<file path="src/jsu_pkg.sv">
`timescale 1ns / 1ps
// ============================================================================
// jsu_pkg
// Shared types and constants for the JSON string unescaper.
// ============================================================================
package jsu_pkg;

    // Width of the decoded byte limit and of the decoded byte counter
    localparam int LIMIT_WIDTH = 16;
    localparam int COUNT_WIDTH = LIMIT_WIDTH + 1;

    // Result queue between the parser and the output stage
    localparam int QDEPTH     = 8;
    localparam int QPTR_WIDTH = $clog2(QDEPTH);
    localparam int QCNT_WIDTH = $clog2(QDEPTH + 1);

    // Decoded byte limit after reset
    localparam logic [LIMIT_WIDTH-1:0] LIMIT_RESET = LIMIT_WIDTH'(4096);

    // Result kinds
    typedef enum logic [1:0] {
        KIND_DATA = 2'd0,
        KIND_DONE = 2'd1,
        KIND_ERR  = 2'd2
    } kind_t;

    // Error codes
    typedef enum logic [2:0] {
        ERR_NONE    = 3'd0,
        ERR_TRUNC   = 3'd1,
        ERR_QUOTE   = 3'd2,
        ERR_INVALID = 3'd3,
        ERR_LIMIT   = 3'd4
    } err_t;

    // Parser phases
    typedef enum logic [3:0] {
        ST_IDLE    = 4'd0,
        ST_BODY    = 4'd1,
        ST_ESC     = 4'd2,
        ST_HEX1    = 4'd3,
        ST_WANT_BS = 4'd4,
        ST_WANT_U  = 4'd5,
        ST_HEX2    = 4'd6
    } state_t;

    // One queue entry: all results caused by one input beat
    typedef struct packed {
        logic [3:0][7:0] bytes;     // data bytes, bytes[0] goes out first
        logic [1:0]      last_idx;  // index of the final result
        kind_t           kind;
        err_t            err;
    } entry_t;

endpackage

</file>
<file path="src/jsu_front.sv">
`timescale 1ns / 1ps
// ============================================================================
// jsu_front
// Parser: takes one raw byte per beat, tracks escapes and \u sequences,
// and pushes the results of each byte into the result queue as one entry.
// ============================================================================
module jsu_front
    import jsu_pkg::*;
(
    input  logic                   clk,
    input  logic                   rst_n,
    input  logic                   in_accept,
    input  logic [7:0]             in_byte,
    input  logic                   in_end,
    input  logic [LIMIT_WIDTH-1:0] limit,
    output logic                   push,
    output entry_t                 push_entry
);

    localparam logic [7:0] CH_QUOTE = 8'h22;
    localparam logic [7:0] CH_BSLASH = 8'h5C;
    localparam logic [7:0] CH_SLASH = 8'h2F;
    localparam logic [7:0] CH_SPACE = 8'h20;
    localparam logic [7:0] CH_B = 8'h62;
    localparam logic [7:0] CH_F = 8'h66;
    localparam logic [7:0] CH_N = 8'h6E;
    localparam logic [7:0] CH_R = 8'h72;
    localparam logic [7:0] CH_T = 8'h74;
    localparam logic [7:0] CH_U = 8'h75;

    state_t                 state_reg, state_next;
    logic [1:0]             hex_cnt_reg, hex_cnt_next;
    logic [15:0]            unit1_reg, unit1_next;
    logic [15:0]            unit2_reg, unit2_next;
    logic [COUNT_WIDTH-1:0] count_reg, count_next;

    logic [3:0]  nib;
    logic        is_hex;
    logic [15:0] unit1_shift;
    logic [15:0] unit2_shift;
    logic [20:0] pair_cp;

    logic            fin;
    kind_t           fin_kind;
    err_t            fin_err;
    logic            em_raw;
    logic [7:0]      raw_byte;
    logic            em_cp;
    logic [20:0]     cp;
    logic            emit;
    logic [3:0][7:0] em_bytes;
    logic [1:0]      em_last;
    logic [2:0]      em_n;
    logic [COUNT_WIDTH-1:0] count_sum;

    // Hex digit decode
    always_comb
    begin
        is_hex = 1'b1;
        nib    = 4'd0;
        if (in_byte >= 8'h30 && in_byte <= 8'h39)
        begin
            nib = 4'(in_byte - 8'h30);
        end
        else if (in_byte >= 8'h61 && in_byte <= 8'h66)
        begin
            nib = 4'(in_byte - 8'h57);
        end
        else if (in_byte >= 8'h41 && in_byte <= 8'h46)
        begin
            nib = 4'(in_byte - 8'h37);
        end
        else
        begin
            is_hex = 1'b0;
        end
    end

    assign unit1_shift = {unit1_reg[11:0], nib};
    assign unit2_shift = {unit2_reg[11:0], nib};
    // Surrogate pair: 0x10000 + low ten bits of first unit as high half + low ten bits of second
    assign pair_cp = 21'h10000 + {1'b0, unit1_reg[9:0], unit2_shift[9:0]};

    // Next state and result entry
    always_comb
    begin
        state_next   = state_reg;
        hex_cnt_next = hex_cnt_reg;
        unit1_next   = unit1_reg;
        unit2_next   = unit2_reg;
        count_next   = count_reg;
        fin          = 1'b0;
        fin_kind     = KIND_ERR;
        fin_err      = ERR_NONE;
        em_raw       = 1'b0;
        raw_byte     = in_byte;
        em_cp        = 1'b0;
        cp           = 21'd0;
        em_bytes     = '0;
        em_last      = 2'd0;
        emit         = 1'b0;
        push         = 1'b0;
        push_entry   = '0;

        case (state_reg)
            ST_IDLE:
            begin
                if (in_end)
                begin
                    fin = 1'b1; fin_err = ERR_TRUNC;
                end
                else if (in_byte != CH_QUOTE)
                begin
                    fin = 1'b1; fin_err = ERR_QUOTE;
                end
                else
                begin
                    state_next = ST_BODY;
                    count_next = '0;
                end
            end
            ST_BODY:
            begin
                if (in_end)
                begin
                    fin = 1'b1; fin_err = ERR_TRUNC;
                end
                else if (in_byte == CH_QUOTE)
                begin
                    fin = 1'b1; fin_kind = KIND_DONE;
                end
                else if (in_byte < CH_SPACE)
                begin
                    fin = 1'b1; fin_err = ERR_INVALID;
                end
                else if (in_byte == CH_BSLASH)
                begin
                    state_next = ST_ESC;
                end
                else
                begin
                    em_raw = 1'b1;
                end
            end
            ST_ESC:
            begin
                if (in_end)
                begin
                    fin = 1'b1; fin_err = ERR_TRUNC;
                end
                else
                begin
                    case (in_byte)
                        CH_QUOTE, CH_BSLASH, CH_SLASH: em_raw = 1'b1;
                        CH_B: begin em_raw = 1'b1; raw_byte = 8'h08; end
                        CH_F: begin em_raw = 1'b1; raw_byte = 8'h0C; end
                        CH_N: begin em_raw = 1'b1; raw_byte = 8'h0A; end
                        CH_R: begin em_raw = 1'b1; raw_byte = 8'h0D; end
                        CH_T: begin em_raw = 1'b1; raw_byte = 8'h09; end
                        CH_U:
                        begin
                            state_next   = ST_HEX1;
                            hex_cnt_next = 2'd0;
                            unit1_next   = 16'd0;
                        end
                        default:
                        begin
                            fin = 1'b1; fin_err = ERR_INVALID;
                        end
                    endcase
                end
            end
            ST_HEX1:
            begin
                if (in_end)
                begin
                    fin = 1'b1; fin_err = ERR_TRUNC;
                end
                else if (!is_hex)
                begin
                    fin = 1'b1; fin_err = ERR_INVALID;
                end
                else
                begin
                    unit1_next = unit1_shift;
                    if (hex_cnt_reg != 2'd3)
                    begin
                        hex_cnt_next = hex_cnt_reg + 2'd1;
                    end
                    else
                    begin
                        hex_cnt_next = 2'd0;
                        if (unit1_shift >= 16'hD800 && unit1_shift <= 16'hDBFF)
                        begin
                            state_next = ST_WANT_BS;
                        end
                        else
                        begin
                            em_cp = 1'b1;
                            cp    = {5'd0, unit1_shift};
                        end
                    end
                end
            end
            ST_WANT_BS:
            begin
                if (in_end || in_byte != CH_BSLASH)
                begin
                    fin = 1'b1; fin_err = ERR_INVALID;
                end
                else
                begin
                    state_next = ST_WANT_U;
                end
            end
            ST_WANT_U:
            begin
                if (in_end || in_byte != CH_U)
                begin
                    fin = 1'b1; fin_err = ERR_INVALID;
                end
                else
                begin
                    state_next   = ST_HEX2;
                    hex_cnt_next = 2'd0;
                    unit2_next   = 16'd0;
                end
            end
            ST_HEX2:
            begin
                if (in_end || !is_hex)
                begin
                    fin = 1'b1; fin_err = ERR_INVALID;
                end
                else
                begin
                    unit2_next = unit2_shift;
                    if (hex_cnt_reg != 2'd3)
                    begin
                        hex_cnt_next = hex_cnt_reg + 2'd1;
                    end
                    else
                    begin
                        hex_cnt_next = 2'd0;
                        if (unit2_shift < 16'hDC00 || unit2_shift > 16'hDFFF)
                        begin
                            fin = 1'b1; fin_err = ERR_INVALID;
                        end
                        else
                        begin
                            em_cp = 1'b1;
                            cp    = pair_cp;
                        end
                    end
                end
            end
            default:
            begin
                state_next   = ST_IDLE;
                hex_cnt_next = 2'd0;
            end
        endcase

        // Code point check and UTF-8 encoding
        if (em_cp && (cp > 21'h10FFFF || (cp >= 21'h00D800 && cp <= 21'h00DFFF)))
        begin
            fin = 1'b1; fin_kind = KIND_ERR; fin_err = ERR_INVALID;
        end
        else if (em_cp)
        begin
            emit = 1'b1;
            if (cp <= 21'h7F)
            begin
                em_bytes[0] = cp[7:0];
                em_last     = 2'd0;
            end
            else if (cp <= 21'h7FF)
            begin
                em_bytes[0] = {3'b110, cp[10:6]};
                em_bytes[1] = {2'b10, cp[5:0]};
                em_last     = 2'd1;
            end
            else if (cp <= 21'hFFFF)
            begin
                em_bytes[0] = {4'b1110, cp[15:12]};
                em_bytes[1] = {2'b10, cp[11:6]};
                em_bytes[2] = {2'b10, cp[5:0]};
                em_last     = 2'd2;
            end
            else
            begin
                em_bytes[0] = {5'b11110, cp[20:18]};
                em_bytes[1] = {2'b10, cp[17:12]};
                em_bytes[2] = {2'b10, cp[11:6]};
                em_bytes[3] = {2'b10, cp[5:0]};
                em_last     = 2'd3;
            end
        end
        else if (em_raw)
        begin
            emit        = 1'b1;
            em_bytes[0] = raw_byte;
            em_last     = 2'd0;
        end

        // Length limit on the whole character
        em_n      = {1'b0, em_last} + 3'd1;
        count_sum = count_reg + COUNT_WIDTH'(em_n);
        if (emit)
        begin
            if (count_sum > {1'b0, limit})
            begin
                fin = 1'b1; fin_kind = KIND_ERR; fin_err = ERR_LIMIT;
            end
            else
            begin
                push                = in_accept;
                push_entry.bytes    = em_bytes;
                push_entry.last_idx = em_last;
                push_entry.kind     = KIND_DATA;
                push_entry.err      = ERR_NONE;
                count_next          = count_sum;
                state_next          = ST_BODY;
            end
        end

        // Completion or error ends the string
        if (fin)
        begin
            push                = in_accept;
            push_entry          = '0;
            push_entry.kind     = fin_kind;
            push_entry.err      = (fin_kind == KIND_ERR) ? fin_err : ERR_NONE;
            state_next          = ST_IDLE;
            hex_cnt_next        = 2'd0;
        end
    end

    // Parser state
    always_ff @(posedge clk or negedge rst_n)
    begin
        if (!rst_n)
        begin
            state_reg   <= ST_IDLE;
            hex_cnt_reg <= 2'd0;
            unit1_reg   <= 16'd0;
            unit2_reg   <= 16'd0;
            count_reg   <= '0;
        end
        else if (in_accept)
        begin
            state_reg   <= state_next;
            hex_cnt_reg <= hex_cnt_next;
            unit1_reg   <= unit1_next;
            unit2_reg   <= unit2_next;
            count_reg   <= count_next;
        end
    end

endmodule

</file>
<file path="src/jsu_queue.sv">
`timescale 1ns / 1ps
// ============================================================================
// jsu_queue
// Short FIFO of result entries between the parser and the output stage.
// ============================================================================
module jsu_queue
    import jsu_pkg::*;
(
    input  logic   clk,
    input  logic   rst_n,
    input  logic   push,
    input  entry_t push_entry,
    input  logic   pop,
    output logic   full,
    output logic   head_valid,
    output entry_t head_entry
);

    entry_t                mem_reg [QDEPTH];
    logic [QPTR_WIDTH-1:0] wr_ptr_reg, rd_ptr_reg;
    logic [QCNT_WIDTH-1:0] cnt_reg, cnt_next;

    assign full       = (cnt_reg == QCNT_WIDTH'(QDEPTH));
    assign head_valid = (cnt_reg != '0);
    assign head_entry = mem_reg[rd_ptr_reg];

    // Occupancy
    always_comb
    begin
        cnt_next = cnt_reg;
        if (push && !pop)
        begin
            cnt_next = cnt_reg + QCNT_WIDTH'(1);
        end
        else if (pop && !push)
        begin
            cnt_next = cnt_reg - QCNT_WIDTH'(1);
        end
    end

    // Pointers and count
    always_ff @(posedge clk or negedge rst_n)
    begin
        if (!rst_n)
        begin
            wr_ptr_reg <= '0;
            rd_ptr_reg <= '0;
            cnt_reg    <= '0;
        end
        else
        begin
            cnt_reg <= cnt_next;
            if (push)
            begin
                wr_ptr_reg <= wr_ptr_reg + QPTR_WIDTH'(1);
            end
            if (pop)
            begin
                rd_ptr_reg <= rd_ptr_reg + QPTR_WIDTH'(1);
            end
        end
    end

    // Entry storage
    always_ff @(posedge clk)
    begin
        if (push)
        begin
            mem_reg[wr_ptr_reg] <= push_entry;
        end
    end

endmodule

</file>
<file path="src/jsu_back.sv">
`timescale 1ns / 1ps
// ============================================================================
// jsu_back
// Output stage: walks the head entry one result per beat into an output
// register and pops the entry as its final result is loaded.
// ============================================================================
module jsu_back
    import jsu_pkg::*;
(
    input  logic       clk,
    input  logic       rst_n,
    input  logic       head_valid,
    input  entry_t     head_entry,
    output logic       pop,
    output logic       out_valid,
    input  logic       out_ready,
    output logic [7:0] out_byte,
    output kind_t      out_kind,
    output err_t       out_err,
    output logic       out_last
);

    logic       valid_reg, valid_next;
    logic [1:0] idx_reg, idx_next;
    logic [7:0] byte_reg;
    kind_t      kind_reg;
    err_t       err_reg;
    logic       last_reg;
    logic       load;
    logic       at_last;

    assign load    = head_valid && (!valid_reg || out_ready);
    assign at_last = (idx_reg == head_entry.last_idx);
    assign pop     = load && at_last;

    // Beat index and output valid
    always_comb
    begin
        idx_next   = idx_reg;
        valid_next = valid_reg && !out_ready;
        if (load)
        begin
            valid_next = 1'b1;
            idx_next   = at_last ? 2'd0 : idx_reg + 2'd1;
        end
    end

    always_ff @(posedge clk or negedge rst_n)
    begin
        if (!rst_n)
        begin
            valid_reg <= 1'b0;
            idx_reg   <= 2'd0;
        end
        else
        begin
            valid_reg <= valid_next;
            idx_reg   <= idx_next;
        end
    end

    // Output payload
    always_ff @(posedge clk)
    begin
        if (load)
        begin
            byte_reg <= head_entry.bytes[idx_reg];
            kind_reg <= head_entry.kind;
            err_reg  <= head_entry.err;
            last_reg <= at_last;
        end
    end

    assign out_valid = valid_reg;
    assign out_byte  = byte_reg;
    assign out_kind  = kind_reg;
    assign out_err   = err_reg;
    assign out_last  = last_reg;

endmodule

</file>
<file path="src/json_string_unescape_utf8_top.sv">
`timescale 1ns / 1ps
// ============================================================================
// json_string_unescape_utf8_top
// JSON string unescaper with UTF-8 output.
// ============================================================================
// Usage:
//   Slave stream: one raw byte of JSON text per beat in s_axis_tdata; set
//   s_axis_tlast to mark end of text (the byte is then ignored). Each string
//   starts with its opening quote.
//   Master stream: one result per beat. tdata is the decoded byte, tuser
//   holds kind (data, string done, error) and the error code, tlast marks
//   the final result caused by one input byte.
//   Config channel: cfg_data sets the most decoded bytes allowed per string
//   (4096 after reset); write it only while the block is idle.
//   Throughput: one input byte per cycle. An input byte yields up to four
//   results, which wait in an eight-entry result queue; the output stage
//   drains one beat per cycle, so the input stalls when the queue fills,
//   as when the receiver holds off or multi-byte results drain slower.
//   A result is registered in the queue, then in the output register. When
//   the receiver stalls, the queue fills and s_axis_tready drops.
//   Reset clears the parser (awaiting opening quote), queue and output stage.
// ============================================================================
module json_string_unescape_utf8_top
    import jsu_pkg::*;
(
    input  logic                   clk,
    input  logic                   rst_n,
    // Configuration write
    input  logic                   cfg_valid,
    output logic                   cfg_ready,
    input  logic [LIMIT_WIDTH-1:0] cfg_data,   // max_string_bytes
    // Input stream
    input  logic                   s_axis_tvalid,
    output logic                   s_axis_tready,
    input  logic [7:0]             s_axis_tdata,   // [7:0] in_byte
    input  logic                   s_axis_tlast,   // input_end
    // Output stream
    output logic                   m_axis_tvalid,
    input  logic                   m_axis_tready,
    output logic [7:0]             m_axis_tdata,   // [7:0] out_byte
    output logic [4:0]             m_axis_tuser,   // [1:0] result_kind, [4:2] error_code
    output logic                   m_axis_tlast    // last_of_run
);

    logic [LIMIT_WIDTH-1:0] limit_reg;
    logic   in_accept;
    logic   q_push;
    entry_t q_push_entry;
    logic   q_pop;
    logic   q_full;
    logic   q_head_valid;
    entry_t q_head_entry;
    kind_t  out_kind;
    err_t   out_err;

    // Limit register
    assign cfg_ready = 1'b1;

    always_ff @(posedge clk or negedge rst_n)
    begin
        if (!rst_n)
        begin
            limit_reg <= LIMIT_RESET;
        end
        else if (cfg_valid)
        begin
            limit_reg <= cfg_data;
        end
    end

    // Input beat handshake
    assign s_axis_tready = !q_full;
    assign in_accept     = s_axis_tvalid && s_axis_tready;

    jsu_front u_front (
        .clk        (clk),
        .rst_n      (rst_n),
        .in_accept  (in_accept),
        .in_byte    (s_axis_tdata),
        .in_end     (s_axis_tlast),
        .limit      (limit_reg),
        .push       (q_push),
        .push_entry (q_push_entry)
    );

    jsu_queue u_queue (
        .clk        (clk),
        .rst_n      (rst_n),
        .push       (q_push),
        .push_entry (q_push_entry),
        .pop        (q_pop),
        .full       (q_full),
        .head_valid (q_head_valid),
        .head_entry (q_head_entry)
    );

    jsu_back u_back (
        .clk        (clk),
        .rst_n      (rst_n),
        .head_valid (q_head_valid),
        .head_entry (q_head_entry),
        .pop        (q_pop),
        .out_valid  (m_axis_tvalid),
        .out_ready  (m_axis_tready),
        .out_byte   (m_axis_tdata),
        .out_kind   (out_kind),
        .out_err    (out_err),
        .out_last   (m_axis_tlast)
    );

    assign m_axis_tuser = {out_err, out_kind};

    // Checks
    a_no_push_full: assert property (@(posedge clk) disable iff (!rst_n)
        q_push |-> !q_full)
        else $error("result entry pushed into full queue");

    a_status_single: assert property (@(posedge clk) disable iff (!rst_n)
        (m_axis_tvalid && out_kind != KIND_DATA) |-> m_axis_tlast)
        else $error("completion or error result not last of its run");

    a_err_only_on_error: assert property (@(posedge clk) disable iff (!rst_n)
        (m_axis_tvalid && out_kind != KIND_ERR) |-> (out_err == ERR_NONE))
        else $error("error code set on non-error result");

    a_pop_needs_entry: assert property (@(posedge clk) disable iff (!rst_n)
        q_pop |-> q_head_valid)
        else $error("queue popped while empty");

endmodule
</file>
<file path="config.mk">
export PLATFORM = sky130hd
export DESIGN_NAME = json_string_unescape_utf8_top
export DESIGN_NICKNAME = d
export VERILOG_FILES = /design/src/jsu_pkg.sv /design/src/jsu_front.sv /design/src/jsu_queue.sv /design/src/jsu_back.sv /design/src/json_string_unescape_utf8_top.sv
export SDC_FILE = /design/constraint.sdc
export NUM_CORES = 1
export LEC_CHECK = 0
export ABC_AREA = 1
export CAP_MARGIN = 20
export CORE_MARGIN = 1.5
export CORE_UTILIZATION = 64
export CTS_CLUSTER_SIZE = 10
export DETAILED_ROUTE_END_ITERATION = 8
export DONT_BUFFER_PORTS = 1
export MAX_ROUTING_LAYER = met4
export PLACE_DENSITY = 0.81
export SETUP_SLACK_MARGIN = 0.2
export SLEW_MARGIN = 25
export SYNTH_ARGS = -nofsm -noshare
export SYNTH_HDL_FRONTEND = slang
export SYNTH_HIERARCHICAL = 1
export SYNTH_SLANG_ARGS = --single-unit
export TNS_END_PERCENT = 50
</file>
<file path="constraint.sdc">
create_clock -name clk -period 6.3 [get_ports clk]
set_clock_uncertainty 0.2 [all_clocks]
set_input_delay 0.945 -clock clk [delete_from_list [all_inputs] [get_ports clk]]
set_output_delay 0.945 -clock clk [all_outputs]
set_load 0.02 [all_outputs]
</file>
==> reports/qor.csv <==
stage,metric,value,unit
die,Die Height,180,um
setup_path,worst setup path class,input pin to flop,
cts,CTS buffer count,46,
setup_path,CP max stage cell,ha_1,
placement,routability cong.,1.01,
die,initial core utilization,65.1,%
die,die area,0.0323,mm^2
grt,first-pass GRT wire length,79600,um
timing,final worst path period need,6250,ps
grt,GRT Util Overall,32.1,%
logic_synthesis,Synth area leader,edfxtp_1,
setup_path,crit path launch type,input pin,
power_and_ir_drop,Pleak,9.40,nW
flow_run,max_cap viols,0,
power_and_ir_drop,VDD IR max,0.330,mV
finish,Fill cells,2037,
power_and_ir_drop,sequential share of power,41.7,%
placement,buffers added on ports,0,
setup_path,crit-path max FO,8,
cts,CTS tree,done,
finish,layout cells sized above 1,16.3,%
cts,"CTS clk-pin slew, worst paths",60,ps
logic_synthesis,Cells after Synth,2136,
drt,met2 WL,25100,um
power_and_ir_drop,Logic pwr share,30.2,%
logic_synthesis,Synth Area in Simple Gates,23.6,%
drt,final wirelength,51700,um
cts,Worst-Skew Late Latency,570,ps
setup_path,CP endpoint kind,flop,
finish,Largest register FFs,312,
finish,post-route insts no fill,2664,
drt,Vias/cell,5.95,
power_and_ir_drop,switching share of total power,36.6,%
cts,clk sinks,402,
drt,DR WL/cell,19.4,um
finish,Final Cell Area,0.0230,mm^2
placement,dpl cell area,0.0210,mm^2
logic_synthesis,"count leader, synth",nand2_1,
drt,Met1 Wirelength,19900,um
logic_synthesis,Synth Register Bits,402,
placement,pre-CTS setup slack,-503,ps
power_and_ir_drop,Power Density,367,mW/mm^2
drt,routed wl met3,4570,um
logic_synthesis,Cell variety after synth,61,
timing,WHS,18.6,ps
drt,DR pass1 iterations,6,
logic_synthesis,Compound-Gate Fraction of Synth Area,8.76,%
grt,initial antenna violation count,0,
logic_synthesis,Synth Area per Inst,9.35,um^2
logic_synthesis,top-area cell type share of the netlist area,49.0,%
setup_path,"most used cell, CP",nand2_2,
timing,Tightest Pin Transition,1050,ps
drt,detailed-route via count,15864,
grt,maximum number of pins on one net before global-route repair,100,
timing,Tcrit/Tclk final,99.3,%
setup_path,CP Data Required Time,6490,ps
grt,number of global-route vias before repair,15226,
drt,DRC violations left,0,
power_and_ir_drop,Internal Power,0.00536,W
drt,initial drt markers,1938,
cts,Max clock buf depth,3,
timing,setup_tns,0,ps
die,Core Box Area,0.0307,mm^2
cts,Max H-tree Level,2,
timing,Slew HR,30.3,%
cts,CTS root buf,clkbuf_16,
logic_synthesis,adder-cell share of the synthesized area,2.08,%
placement,HPWL after DPL,31000,um
logic_synthesis,fraction of registers with async set/reset,18.9,%
setup_path,CP peak stage delay,310,ps
logic_synthesis,Post-Synth XOR/XNOR Area,0.702,%
logic_synthesis,sequential area share after synthesis,58.6,%
drt,highest routed layer,met4,
hold_path,HP Class,input pin to async pin,
placement,Cell Count Post-Placement,2555,
grt,grt total ovfl,0,
timing,RSZ-0062 raised after global routing,yes,
timing,fmax,160,MHz
logic_synthesis,YS warnings,6,
logic_synthesis,mux share of post-synthesis cell area,0.113,%
finish,area grow syn2layout,15.4,%
power_and_ir_drop,clock share of power,28.1,%
drt,DRT antenna net count,0,
timing,Final Hold Fails,0,
timing,"Setup violations, final",0,
die,# rows,64,
logic_synthesis,"EDFF count, synth",326,
die,Ports,47,
logic_synthesis,Post-synth top cells,"579 x nand2_1, 326 x edfxtp_1, 326 x nor2_1, 172 x o21ai_0, 150 x inv_1",
logic_synthesis,synth top area cells,"edfxtp_1 49%, nand2_1 11%, dfrtp_1 9.4%",
setup_path,WP data arrival,6450,ps
outcome,status,finished clean,
logic_synthesis,largest family of logic cells by synthesized area,simple AND/OR/NAND/NOR gates,
logic_synthesis,area of the mapped netlist,0.0200,mm^2
logic_synthesis,"Top FF cell, synth",edfxtp_1,
timing,Slew Limit Fails,0,
die,Die Wd,180,um
timing,setup slack after layout,47.0,ps
finish,Final #Nets,2302,
power_and_ir_drop,Psw,0.00310,W
==> worst max-delay path, delay by kind of cell <==
kind                       cells  cell delay, ps
buffers and inverters          9             650
AOI/OAI and AO/OA              2             430
adders and majority gates      4             820
and+or+nand+nor               30            3570
==> metal layers <==
layer  up-vias  track usage (%)
met3       171             3.95
met5         -                -
li1       7349                -
met1      7410             41.1
met2       934             52.3
met4         0             13.1
==> worst paths after layout <==
kind,start,endpoint,slack [ps],cells past startpoint
min in group clk,limit_reg[12],limit_reg[12],260,2
hold / removal,rst_n,limit_reg[12],20,0
hold reg to reg,limit_reg[12],limit_reg[12],260,2
setup reg to reg,u_front/unit1_reg[6],u_queue/mem_reg[5][4],100,44
setup / recovery,s_axis_tdata[1],u_queue/mem_reg[5][4],50,45
max in group asynchronous,rst_n,u_front/unit1_reg[8],5470,1
==> power groups by stage <==
stage	combinational, W	clock (W)	sequential, W
after CTS	0.00242	0.00240	0.00359
after global routing	0.00281	0.00251	0.00357
final	0.00256	0.00238	0.00353
after detailed placement	0.00237	0	0.00364
after global placement	0.00228	0	0.00362
after floorplan	0.00187	0	0.00350
==> logic make-up (layout without fill, tap and decap cells) <==
| kind of cell | Yosys count | after routing |
|---|---|---|
| AND/OR/NAND/NOR | 1106 | 1106 |
| flip-flops | 402 | 402 |
| AO/OA/AOI/OAI | 313 | 313 |
| buffers and inverters | 263 | 391 |
| adder cells (fa/ha/maj) | 32 | 32 |
| XOR/XNOR | 16 | 16 |
| other | 2 | 6 |
| multiplexers | 2 | 2 |
==> area by class of cell <==
class                   instances  area [um^2]  area share (%)
flip-flops and latches        402        11700            50.8
multi-input cells            1473         7580            32.9
clock buffers                  69         1240            5.37
repair buffers                147         1240            5.40
clock inverters                 5         78.8           0.342
well taps                     396          495            2.15
inverters                     170          698            3.03
diodes                          2         5.00          0.0217
==> placed cells by master, fill, tap and decap left out, types with 5 or more instances in the layout <==
master and instances:
nor2_4 35, inv_1 137, buf_12 6, nand4_1 21
nand3_2 7, ha_1 25, buf_4 132, o22ai_1 14
o21ai_1 49, edfxtp_1 326, buf_6 7, o22ai_2 8
xor2_1 13, clkbuf_16 46, inv_2 22, nor3_1 27
nand2_2 24, nor2_1 295, a21oi_1 34, nand3_4 6
a211oi_4 5, nand2_1 569, nand3_1 80, clkbuf_1 23
dfrtp_1 73, o21ai_0 170, nor2_2 11, nand2_4 9
==> per-stage QoR <==
step | power [W] | util, %
5_1_grt | 0.00888 | 75.1
3_3_place_gp | 0.00590 | 68.5
3_5_place_dp | 0.00601 | 68.5
6_report | 0.00846 | 75.1
4_1_cts | 0.00841 | 73.1
2_1_floorplan | 0.00538 | -
==> what timing repair did <==
action | CTS | global route
setup buffers | 2 | 29
hold buffers | 1 | 0
pin swaps | 6 | 33
resized for setup | 14 | 85
endpoints found under the setup margin | 253 | 284
hold endpoints to repair | 75 | 0
Note: power is estimated with default switching activity, not from simulation.
